$ cat config.mk
export PLATFORM = sky130hd
export DESIGN_NAME = credit_turn_scheduler_unit
export DESIGN_NICKNAME = d
export VERILOG_FILES = /design/src/rtl/csts_pkg.sv /design/src/rtl/csts_div.sv /design/src/rtl/credit_turn_scheduler_unit.sv
export SDC_FILE = /design/constraint.sdc
export NUM_CORES = 2
export LEC_CHECK = 0
export BUFFER_PORTS_ARGS = -buffer_cell sky130_fd_sc_hd__buf_2
export CORE_MARGIN = 2
export CORE_UTILIZATION = 55
export CTS_CLUSTER_SIZE = 24
export DETAILED_ROUTE_END_ITERATION = 16
export GPL_TIMING_DRIVEN = 0
export PLACE_DENSITY_LB_ADDON = 0.25
export SETUP_SLACK_MARGIN = 0.2
export SYNTH_ARGS = -nofsm -noshare
export SYNTH_HDL_FRONTEND = slang
export SYNTH_HIERARCHICAL = 1
export SYNTH_SLANG_ARGS = --single-unit
$ cat constraint.sdc
create_clock -name clk -period 16.9 [get_ports clk]
set_input_delay 0 -clock clk [delete_from_list [all_inputs] [get_ports clk]]
set_output_delay 0 -clock clk [all_outputs]
set_load 0.01 [all_outputs]
$ cat src/rtl/csts_pkg.sv
`timescale 1ns / 1ps

package csts_pkg;

	localparam int ENEMY_SLOTS = 16;
	localparam int NUM_SLOTS   = ENEMY_SLOTS + 2;
	localparam int NUM_CLIENTS = ENEMY_SLOTS + 1;
	localparam int SLOT_W      = $clog2(NUM_SLOTS);
	localparam int CLIENT_W    = $clog2(NUM_CLIENTS);

	localparam int CREDIT_W = 24;
	localparam int THR_W    = 16;
	localparam int RATE_W   = 8;
	localparam int ROUND_W  = 16;
	localparam int DVD_W    = THR_W + 1;

	localparam logic [CREDIT_W-1:0] CREDIT_MAX = {CREDIT_W{1'b1}};

	localparam logic [THR_W-1:0]  THR_RESET  = 16'd100;
	localparam logic [RATE_W-1:0] RATE_RESET = 8'd10;

	// item kinds
	localparam logic [1:0] KIND_LOAD  = 2'd0;
	localparam logic [1:0] KIND_CLEAR = 2'd1;
	localparam logic [1:0] KIND_PICK  = 2'd2;

	// winner classes
	localparam logic [1:0] CLASS_FIXED = 2'd0;
	localparam logic [1:0] CLASS_MAIN  = 2'd1;
	localparam logic [1:0] CLASS_ENEMY = 2'd2;

	// configuration register indexes
	localparam logic [0:0] REG_ACT_THRESHOLD   = 1'b0;
	localparam logic [0:0] REG_FIXED_SLOT_RATE = 1'b1;

	typedef struct packed {
		logic [1:0] kind;
		logic [4:0] client_slot;
		logic [7:0] weight;
		logic       present;
	} in_item_t;

	typedef struct packed {
		logic [1:0]  winner_class;
		logic [3:0]  winner_index;
		logic [23:0] winner_credit;
	} out_item_t;

	typedef struct packed {
		logic              start;
		logic [DVD_W-1:0]  dividend;
		logic [RATE_W-1:0] divisor;
	} div_req_t;

	typedef struct packed {
		logic               busy;
		logic               done;
		logic [ROUND_W-1:0] quotient;
	} div_rsp_t;

	function automatic logic [3:0] enemy_index(input logic [SLOT_W-1:0] slot);
		int e;
		e = int'(slot) - 2;
		return e[3:0];
	endfunction

endpackage

$ cat src/rtl/csts_div.sv
`timescale 1ns / 1ps

// Restoring divider, one quotient bit per cycle.
module csts_div (
	input  logic              clk,
	input  logic              arst_n,
	input  csts_pkg::div_req_t req,
	output csts_pkg::div_rsp_t rsp
);
	import csts_pkg::*;

	localparam int DIV_STEPS = DVD_W;
	localparam int DCNT_W    = $clog2(DIV_STEPS + 1);

	logic [RATE_W-1:0] divisor_q;
	logic [RATE_W-1:0] rem_q;
	logic [DVD_W-1:0]  dq_q;
	logic [DCNT_W-1:0] cnt_q;
	logic              busy_q;
	logic              done_q;

	logic [RATE_W:0] trial;
	logic [RATE_W:0] diff;
	logic            ge;

	assign trial = {rem_q, dq_q[DVD_W-1]};
	assign diff  = trial - {1'b0, divisor_q};
	assign ge    = trial >= {1'b0, divisor_q};

	always_ff @(posedge clk or negedge arst_n) begin
		if (!arst_n) begin
			busy_q <= 1'b0;
			done_q <= 1'b0;
			cnt_q  <= '0;
		end else begin
			done_q <= 1'b0;
			if (req.start && !busy_q) begin
				busy_q <= 1'b1;
				cnt_q  <= DCNT_W'(DIV_STEPS);
			end else if (busy_q) begin
				cnt_q <= cnt_q - 1'b1;
				if (cnt_q == DCNT_W'(1)) begin
					busy_q <= 1'b0;
					done_q <= 1'b1;
				end
			end
		end
	end

	always_ff @(posedge clk) begin
		if (req.start && !busy_q) begin
			divisor_q <= req.divisor;
			rem_q     <= '0;
			dq_q      <= req.dividend;
		end else if (busy_q) begin
			rem_q <= ge ? diff[RATE_W-1:0] : trial[RATE_W-1:0];
			dq_q  <= {dq_q[DVD_W-2:0], ge};
		end
	end

	assign rsp.busy     = busy_q;
	assign rsp.done     = done_q;
	assign rsp.quotient = dq_q[ROUND_W-1:0];

endmodule

$ cat src/rtl/credit_turn_scheduler_unit.sv
`timescale 1ns / 1ps

// Credit scheduler. Load and clear commands complete in the cycle they are
// taken and never raise busy. A pick holds busy through a scan pass over all
// NUM_SLOTS = ENEMY_SLOTS + 2 slots, in which each present slot still below
// the threshold while the running round count exceeds one runs the shared
// serial divider (17 steps) to find its rounds-to-threshold, then one update
// pass with a single 16x8 multiply-add per slot, then the debit state. The
// winner is shown on result for exactly one cycle with result_valid high, in
// the cycle busy drops; there is no backpressure, so the receiver must take it
// then.
module credit_turn_scheduler_unit (
	input  logic                clk,
	input  logic                arst_n,
	input  logic                start,
	output logic                busy,
	input  csts_pkg::in_item_t  item,
	input  logic                cfg_we,
	input  logic [0:0]          cfg_index,
	input  logic [15:0]         cfg_wdata,
	output logic                result_valid,
	output csts_pkg::out_item_t result
);
	import csts_pkg::*;

	typedef enum logic [4:0] {
		ST_IDLE   = 5'b00001,
		ST_SCAN   = 5'b00010,
		ST_DIVW   = 5'b00100,
		ST_UPDATE = 5'b01000,
		ST_DEBIT  = 5'b10000
	} state_t;

	state_t state_q;

	logic [THR_W-1:0]    thr_q;
	logic [RATE_W-1:0]   fixed_rate_q;
	logic [CREDIT_W-1:0] credit_q [NUM_SLOTS];
	logic [RATE_W-1:0]   weight_q [NUM_CLIENTS];
	logic [NUM_CLIENTS-1:0] present_q;

	logic [SLOT_W-1:0]   idx_q;
	logic [SLOT_W-1:0]   best_q;
	logic [CREDIT_W-1:0] bestc_q;
	logic [ROUND_W-1:0]  rounds_q;
	logic                result_valid_q;
	out_item_t           result_q;

	logic [CLIENT_W-1:0] cidx;
	logic                slot_act;
	logic [RATE_W-1:0]   raw_rate;
	logic [RATE_W-1:0]   slot_rate;
	logic [CREDIT_W-1:0] cr;
	logic [CREDIT_W-1:0] thr24;
	logic                cr_ge;
	logic [THR_W-1:0]    need;
	logic [CREDIT_W-1:0] prod;
	logic [CREDIT_W:0]   sum;
	logic [CREDIT_W-1:0] newc;
	logic                last;
	logic                load_ok;

	div_req_t div_req;
	div_rsp_t div_rsp;

	always_comb begin
		cidx      = (idx_q == '0) ? '0 : CLIENT_W'(idx_q - 1'b1);
		slot_act  = (idx_q == '0) || present_q[cidx];
		raw_rate  = (idx_q == '0) ? fixed_rate_q : weight_q[cidx];
		slot_rate = (raw_rate == '0) ? RATE_W'(1) : raw_rate;
		cr        = credit_q[idx_q];
		thr24     = {{(CREDIT_W-THR_W){1'b0}}, thr_q};
		cr_ge     = cr >= thr24;
		// only used when cr < thr, so the low bits hold the whole credit
		need      = thr_q - cr[THR_W-1:0];
		prod      = CREDIT_W'(rounds_q) * CREDIT_W'(slot_rate);
		sum       = {1'b0, cr} + {1'b0, prod};
		newc      = sum[CREDIT_W] ? CREDIT_MAX : sum[CREDIT_W-1:0];
		last      = idx_q == SLOT_W'(NUM_SLOTS - 1);
		load_ok   = int'(item.client_slot) < NUM_CLIENTS;
	end

	// ceil(need / rate) as floor((need + rate - 1) / rate)
	always_comb begin
		div_req.start    = (state_q == ST_SCAN) && slot_act && !cr_ge
			&& (rounds_q != ROUND_W'(1));
		div_req.dividend = {1'b0, need} + {{(DVD_W-RATE_W){1'b0}}, slot_rate} - DVD_W'(1);
		div_req.divisor  = slot_rate;
	end

	csts_div u_div (
		.clk    (clk),
		.arst_n (arst_n),
		.req    (div_req),
		.rsp    (div_rsp)
	);

	always_ff @(posedge clk or negedge arst_n) begin
		if (!arst_n) begin
			state_q        <= ST_IDLE;
			thr_q          <= THR_RESET;
			fixed_rate_q   <= RATE_RESET;
			for (int i = 0; i < NUM_SLOTS; i++) credit_q[i] <= '0;
			for (int i = 0; i < NUM_CLIENTS; i++) weight_q[i] <= RATE_W'(1);
			present_q      <= NUM_CLIENTS'(1);
			idx_q          <= '0;
			best_q         <= '0;
			bestc_q        <= '0;
			rounds_q       <= '1;
			result_valid_q <= 1'b0;
		end else begin
			result_valid_q <= 1'b0;
			if (cfg_we) begin
				unique case (cfg_index)
					REG_ACT_THRESHOLD:   thr_q <= cfg_wdata;
					REG_FIXED_SLOT_RATE: fixed_rate_q <= cfg_wdata[RATE_W-1:0];
				endcase
			end
			unique case (state_q)
				ST_IDLE: begin
					if (start) begin
						case (item.kind)
							KIND_LOAD: begin
								if (load_ok) begin
									weight_q[CLIENT_W'(item.client_slot)]  <= item.weight;
									present_q[CLIENT_W'(item.client_slot)] <= item.present;
								end
							end
							KIND_CLEAR: begin
								for (int i = 0; i < NUM_SLOTS; i++) credit_q[i] <= '0;
							end
							KIND_PICK: begin
								state_q  <= ST_SCAN;
								idx_q    <= '0;
								rounds_q <= '1;
							end
							default: ;
						endcase
					end
				end
				ST_SCAN: begin
					if (div_req.start) begin
						state_q <= ST_DIVW;
					end else begin
						if (slot_act && cr_ge) rounds_q <= ROUND_W'(1);
						if (last) begin
							state_q <= ST_UPDATE;
							idx_q   <= '0;
							best_q  <= '0;
							bestc_q <= '0;
						end else begin
							idx_q <= idx_q + 1'b1;
						end
					end
				end
				ST_DIVW: begin
					if (div_rsp.done) begin
						if (div_rsp.quotient < rounds_q) rounds_q <= div_rsp.quotient;
						if (last) begin
							state_q <= ST_UPDATE;
							idx_q   <= '0;
							best_q  <= '0;
							bestc_q <= '0;
						end else begin
							state_q <= ST_SCAN;
							idx_q   <= idx_q + 1'b1;
						end
					end
				end
				ST_UPDATE: begin
					if (slot_act) begin
						credit_q[idx_q] <= newc;
						// strict compare keeps the earliest slot on ties
						if (newc >= thr24 && newc > bestc_q) begin
							bestc_q <= newc;
							best_q  <= idx_q;
						end
					end
					if (last) state_q <= ST_DEBIT;
					else idx_q <= idx_q + 1'b1;
				end
				ST_DEBIT: begin
					credit_q[best_q] <= bestc_q - thr24;
					result_valid_q   <= 1'b1;
					state_q          <= ST_IDLE;
				end
			endcase
		end
	end

	always_ff @(posedge clk) begin
		if (state_q == ST_DEBIT) begin
			result_q.winner_credit <= bestc_q;
			if (best_q == SLOT_W'(0)) begin
				result_q.winner_class <= CLASS_FIXED;
				result_q.winner_index <= '0;
			end else if (best_q == SLOT_W'(1)) begin
				result_q.winner_class <= CLASS_MAIN;
				result_q.winner_index <= '0;
			end else begin
				result_q.winner_class <= CLASS_ENEMY;
				result_q.winner_index <= enemy_index(best_q);
			end
		end
	end

	assign busy         = state_q != ST_IDLE;
	assign result_valid = result_valid_q;
	assign result       = result_q;

`ifndef SYNTHESIS
	a_result_after_debit: assert property (@(posedge clk) disable iff (!arst_n)
		result_valid |-> $past(state_q == ST_DEBIT))
		else $error("result without debit step");

	a_div_not_restarted: assert property (@(posedge clk) disable iff (!arst_n)
		div_req.start |-> !div_rsp.busy)
		else $error("divider started while busy");

	a_rounds_nonzero: assert property (@(posedge clk) disable iff (!arst_n)
		state_q == ST_UPDATE |-> rounds_q != '0)
		else $error("zero round count in update pass");

	a_pick_goes_busy: assert property (@(posedge clk) disable iff (!arst_n)
		(start && !busy && item.kind == KIND_PICK) |=> busy)
		else $error("pick transfer did not start work");
`endif

endmodule

# [Word level (Yosys, flattened, before mapping)]
# Index checks and enable logic that the tools add are counted.
[op_classes] n_addsub=10 multipliers=1 order_cmp=16 eq_ne=24 mux=75 bitwise_logic=5 reduce_logical=31
[ops] op="$mux 432" count=3
[ops] op="$pmux 432 s3" count=1
[ops] op="$bwmux 432" count=2
[ops] op="$demux 24 s5" count=2
[ops] op="$mux 24" count=10
[ops] op="$bwmux 136" count=1
[ops] op="$bmux 24 s5" count=1
[ops] op="$mux 5" count=20
[ops] op="$mux 16" count=6
[ops] op="$pmux 24 s3" count=1
[ops] op="$ge 24x16->1" count=2
[ops] op="$mux 8" count=6
[ops] op="$pmux 16 s3" count=1
[ops] op="$bmux 8 s5" count=1
[ops] op="$demux 8 s5" count=1
[ops] op="$mux 17" count=2
[ops] op="$add 24x24->25" count=1
[ops] op="$pmux 5 s5" count=1
[ops] op="$ge 6x6->1 const B" count=4
[ops] op="$gt 24x24->1" count=1
[ops] op="$mul 16x8->24" count=1
[ops] op="$not 5->6" count=4
[ops] op="$sub 24x16->24" count=1
[ops] op="$pmux 5 s4" count=1
[ops] op="other kinds (48)" count=88
[totals] register_bits=735 input_bits=37 output_inout_bits=32 elab_cells=215

# [Longest topological paths before layout]
[logic_depth] depth_word=17 mapped_depth=48 mapped_depth_nobuf=39

# [Modules after synthesis]
# The synthesis kept the hierarchy.
[by_module_without_submodules] module="credit_turn_scheduler_unit" n_inst=1 cells_per_inst=4554 area_per_inst_um2=45404.8 seq_area_each_um2=17591.9
[by_module_without_submodules] module="csts_div" n_inst=1 cells_per_inst=188 area_per_inst_um2=2172.1 seq_area_each_um2=1086.0

# [Worst setup path after synthesis]
# OpenSTA, ideal clock, no wires.
[synth_path] kind="reg-to-reg" startpoint="register idx_q[1]" endpoint="register bestc_q[13]" setup_ns=0.121 t_arrival_ns=10.207 required_ns=16.779 path_slack_ns=6.572 stages_incl_launch_ff=46 path_buffers=8 synth_period_minus_slack_ns=10.328 path_cell_list="dfrtp_1 > buf_2 > buf_2 > buf_2 > inv_1 > ha_1 > buf_2 > or4b_4 > nand2_4 > buf_6 > mux4_2 > nand3_1 > o221ai_1 > o21ai_0 > o211ai_1 > nor4b_4 > buf_2 > o21ai_0 > (+10 left out) > nor2b_1 > a211oi_2 > o21ai_1 > nand2_1 > nor2_1 > inv_1 > ha_1 > a21o_1 > a21o_1 > a221o_1 > a221oi_1 > nor3_1 > o21ai_0 > nand2_1 > o211a_1 > buf_2 > buf_2 > a22o_1"
[synth_between] elab_chain_len=16 word_cells_on_any_way=39 classes_between="2 x add/sub; 1 x mul; 3 x order compare; 4 x eq/ne; 18 x mux; 2 x bitwise; 9 x reduce/logical"
[synth_lines] item="start: declaration" line_no="credit_turn_scheduler_unit.sv:42" source="logic [SLOT_W-1:0] idx_q;"
[synth_lines] item="start signal: assignment" line_no="credit_turn_scheduler_unit.sv:152" source="idx_q <= idx_q + 1'b1;"
[synth_lines] item="start signal: assignment" line_no="credit_turn_scheduler_unit.sv:166" source="idx_q <= idx_q + 1'b1;"
[synth_lines] item="start signal: assignment" line_no="credit_turn_scheduler_unit.sv:180" source="else idx_q <= idx_q + 1'b1;"
[synth_lines] item="$sub 5x1->5 / $logic_not 5->1 (equally long branches)" line_no="credit_turn_scheduler_unit.sv:67, credit_turn_scheduler_unit.sv:68, credit_turn_scheduler_unit.sv:69"
[synth_lines] item="$mux 5" line_no="credit_turn_scheduler_unit.sv:67" source="cidx = (idx_q == '0) ? '0 : CLIENT_W'(idx_q - 1'b1);"
[synth_lines] item="$not 5->6 (implied by the code)" line_no="credit_turn_scheduler_unit.sv:69" source="raw_rate = (idx_q == '0) ? fixed_rate_q : weight_q[cidx];"
[synth_lines] item="$bmux 8 s5" line_no="credit_turn_scheduler_unit.sv:69"
[synth_lines] item="$mux 8 (implied by the code) (2 in series)" line_no="credit_turn_scheduler_unit.sv:69"
[synth_lines] item="$mux 8" line_no="credit_turn_scheduler_unit.sv:69"
[synth_lines] item="$logic_not 8->1" line_no="credit_turn_scheduler_unit.sv:70" source="slot_rate = (raw_rate == '0) ? RATE_W'(1) : raw_rate;"
[synth_lines] item="$mux 8" line_no="credit_turn_scheduler_unit.sv:70"
[synth_lines] item="$mul 16x8->24" line_no="credit_turn_scheduler_unit.sv:76" source="prod = CREDIT_W'(rounds_q) * CREDIT_W'(slot_rate);"
[synth_lines] item="$add 24x24->25" line_no="credit_turn_scheduler_unit.sv:77" source="sum = {1'b0, cr} + {1'b0, prod};"
[synth_lines] item="$mux 24" line_no="credit_turn_scheduler_unit.sv:78" source="newc = sum[CREDIT_W] ? CREDIT_MAX : sum[CREDIT_W-1:0];"
[synth_lines] item="$ge 24x16->1 / $gt 24x24->1 (equally long branches)" line_no="credit_turn_scheduler_unit.sv:174" source="if (newc >= thr24 && newc > bestc_q) begin"
[synth_lines] item="$logic_and 1x1->1" line_no="credit_turn_scheduler_unit.sv:174"
[synth_lines] item="$ne 2x2->1 (no line)"
[synth_lines] item="$reduce_and 5->1 (no line)"
[synth_lines] item="end signal: assignment" line_no="credit_turn_scheduler_unit.sv:175" source="bestc_q <= newc;"
[synth_lines] item="end: declaration" line_no="credit_turn_scheduler_unit.sv:44" source="logic [CREDIT_W-1:0] bestc_q;"
# Parallel ways exist; a longest one is shown, timed or not. The select of a mux whose other input is x is not followed.
# A chain may end at the register's enable or synchronous reset.

==> key figures <==
Worst setup path
  – R2r endpoint: bestc_q[22]
  – Critical path origin: idx_q[1]
  – CP Data Arrival Time: 16.01 ns
  – R2R setup slack: 1.50 ns
  – CP max-delay cell: nor2_1
  – CP Buf/Inv Count: 16
  – Worst EP required: 17.52 ns
  – CP Class: flip-flop to flip-flop
  – Max incr delay on CP: 0.97 ns
  – FF-to-FF Start: idx_q[1]
  – Largest fanout on the critical path: 10
  – Cell family with the largest share of critical-path delay: buffers and inverters
  – Worst reg2reg path depth: 44
  – Critical Path Sink Type: flip-flop
  – Critical Path Start Type: flip-flop

Min path
  – Hold_sp: start
  – HP Class: input port to flip-flop
  – Worst hold stages: 4
  – Hold EP: state_q[1]

STA
  – Fin crit share: 91.1%
  – Worst Setup Slack, final: 1.50 ns
  – Least-Margin Pin Slew: 1.59 ns
  – Min Hold Slack: 0.0462 ns
  – Max Slew Vio Count: 10
  – Fin Clk Skew: 0.0408 ns
  – Fin. Hold Viols: 0
  – RSZ-0062 raised after global routing: false
  – Final Setup Violations: 0
  – Clock period minus worst slack: 15.40 ns
  – TNS Setup: 0 ns
  – Fmax: 65.0 MHz
  – Slew margin rel.: -6.27%

Clock network
  – H-tree depth: 3
  – Reg clk slew, reported paths: 0.06 ns
  – CTS Sinks: 735
  – CTS Buffer Depth: 3
  – CTS resizes: 0
  – Worst-skew pair later-pin latency: 0.71 ns
  – CTS tree: built
  – CTS root buf: clkbuf_16
  – Num CTS Buffers: 85

Global route
  – Number of global-route vias before repair: 41700
  – Gr ovfl total: 0
  – Global-route wire length before repair: 270 mm
  – Total GRT Usage: 40.5%
  – Largest net degree at the start of global routing: 111
  – Initial antenna violation count: 3

Cells and area
  – # fillers: 7169
  – Multi-input logic area: 26400 µm²
  – Util after Layout: 61.7%
  – Post-layout net count: 5278
  – Commonest non-fill, non-tap cell in the layout: dfrtp_1
  – Commonest cells after routing, fill and taps aside: 632 x dfrtp_1, 528 x nand2_1, 385 x nor2_1, 291 x inv_1, 249 x clkbuf_1
  – Layout cell share with drive strength beyond 1: 13.8%
  – Syn-to-layout area delta: 10.9%
  – Register area: 18700 µm²

Routing
  – DRT Pass-1 Iters: 9
  – Antenna viol nets, final: 0
  – # DRC: 0
  – Final WL: 182 mm
  – Vias per cell: 6.96
  – Number of DRC markers in iteration 0: 6623
  – Vias: 42900
  – Drt wl/cell: 29.6 µm

Logic synthesis
  – Mapped Area: 47600 µm²
  – Syn avg cell area: 10.0 µm²
  – Synthesized Nets: 5074
  – Yosys warnings: 6
  – Mapped Cells: 4741

Floorplanning
  – Die area: 88900 µm²
  – Initial core utilization: 55.7%
  – Core area: 85400 µm²
  – Die H: 298 µm
  – Die width: 298 µm
  – Num ports: 69
  – Rows: 107

Power
  – Total Power: 11400 µW
  – Peak supply drop: 0.000220 V
  – Pleak: 0.0232 µW
  – Pwr/cell area: 216 nW/µm²

Run status
  – Status: complete, but fails checks
  – Failing checks: max-capacitance violations, max-slew violations

Place
  – Pre-CTS setup slack: 2.18 ns
  – Final HPWL DP: 137 mm
  – Final GP Congestion: 0.998
  – Port buffer count: 64

Run
  – MaxCap Viol Count: 1
## worst max-delay path by stage
stage                          to  slack, ns  cells after the start
floorplan             bestc_q[13]       6.57                     45
global placement    credit_q[285]       0.89                      1
detailed placement    bestc_q[16]       2.18                     43
CTS                   bestc_q[22]       2.11                     43
global route          bestc_q[15]       1.30                     45
finish                bestc_q[22]       1.50                     44
## worst reg2reg max path, delay by kind of cell (launching register included)
family / cells / cell delay, ns
buffers and inverters: 16 / 5.06
AO/OA/AOI/OAI: 8 / 2.75
adder cells (fa/ha/maj): 7 / 2.91
flip-flops: 1 / 0.38
AND/OR/NAND/NOR: 13 / 4.23
## sequential cells by signal, summed over array words and instances (netlist names)
name and cells:
credit_q 432, weight_q 136, result 30, bestc_q 24, present_q 17, u_div/dq_q 17
rounds_q 16, thr_q 16, fixed_rate_q 8, u_div/divisor_q 8, u_div/rem_q 8, best_q 5
idx_q 5, state_q 5, u_div/cnt_q 5, result_valid 1, u_div/busy_q 1, u_div/done_q 1
## power breakdown
| part | internal [µW] | switching [µW] |
|---|---|---|
| logic | 2330 | 4880 |
| registers | 2110 | 226 |
| clock network | 1020 | 814 |
| total | 5460 | 5920 |
## layout make-up
type	count	share of cell area, %
Clock buffer	125	4.53
Inverter	299	2.13
Clock inverter	27	0.522
Timing Repair Buffer	117	1.92
Multi-Input combinational cell	3376	50.0
Sequential cell	735	35.4
Tap cell	1144	2.71
Buffer	331	2.75
Antenna cell	2	0.00949
## through the flow
step                      instance area [µm²]  instances
after floorplan                         47600       4741
after CTS                               52700       6154
final                                   52700       6156
after global placement                  49300       5949
after detailed placement                49600       5959
after global routing                    52700       6154
## per-layer routing
layer	wire length [µm]	global-route usage (%)	part of all wire [%]	up-vias
met5	32	0	0.018	-
met4	14900	27.6	8.2	4
met3	20400	10.1	11	753
met2	79300	60.9	44	3075
met1	67500	51.8	37	21100
li1	-	-	-	17900
## what timing repair did
item / in CTS / in global routing
setup buffers: 0 / 0
hold endpoints to repair: 339 / 0
hold buffers: 43 / 0
Note: power is estimated with default switching activity, not from simulation.
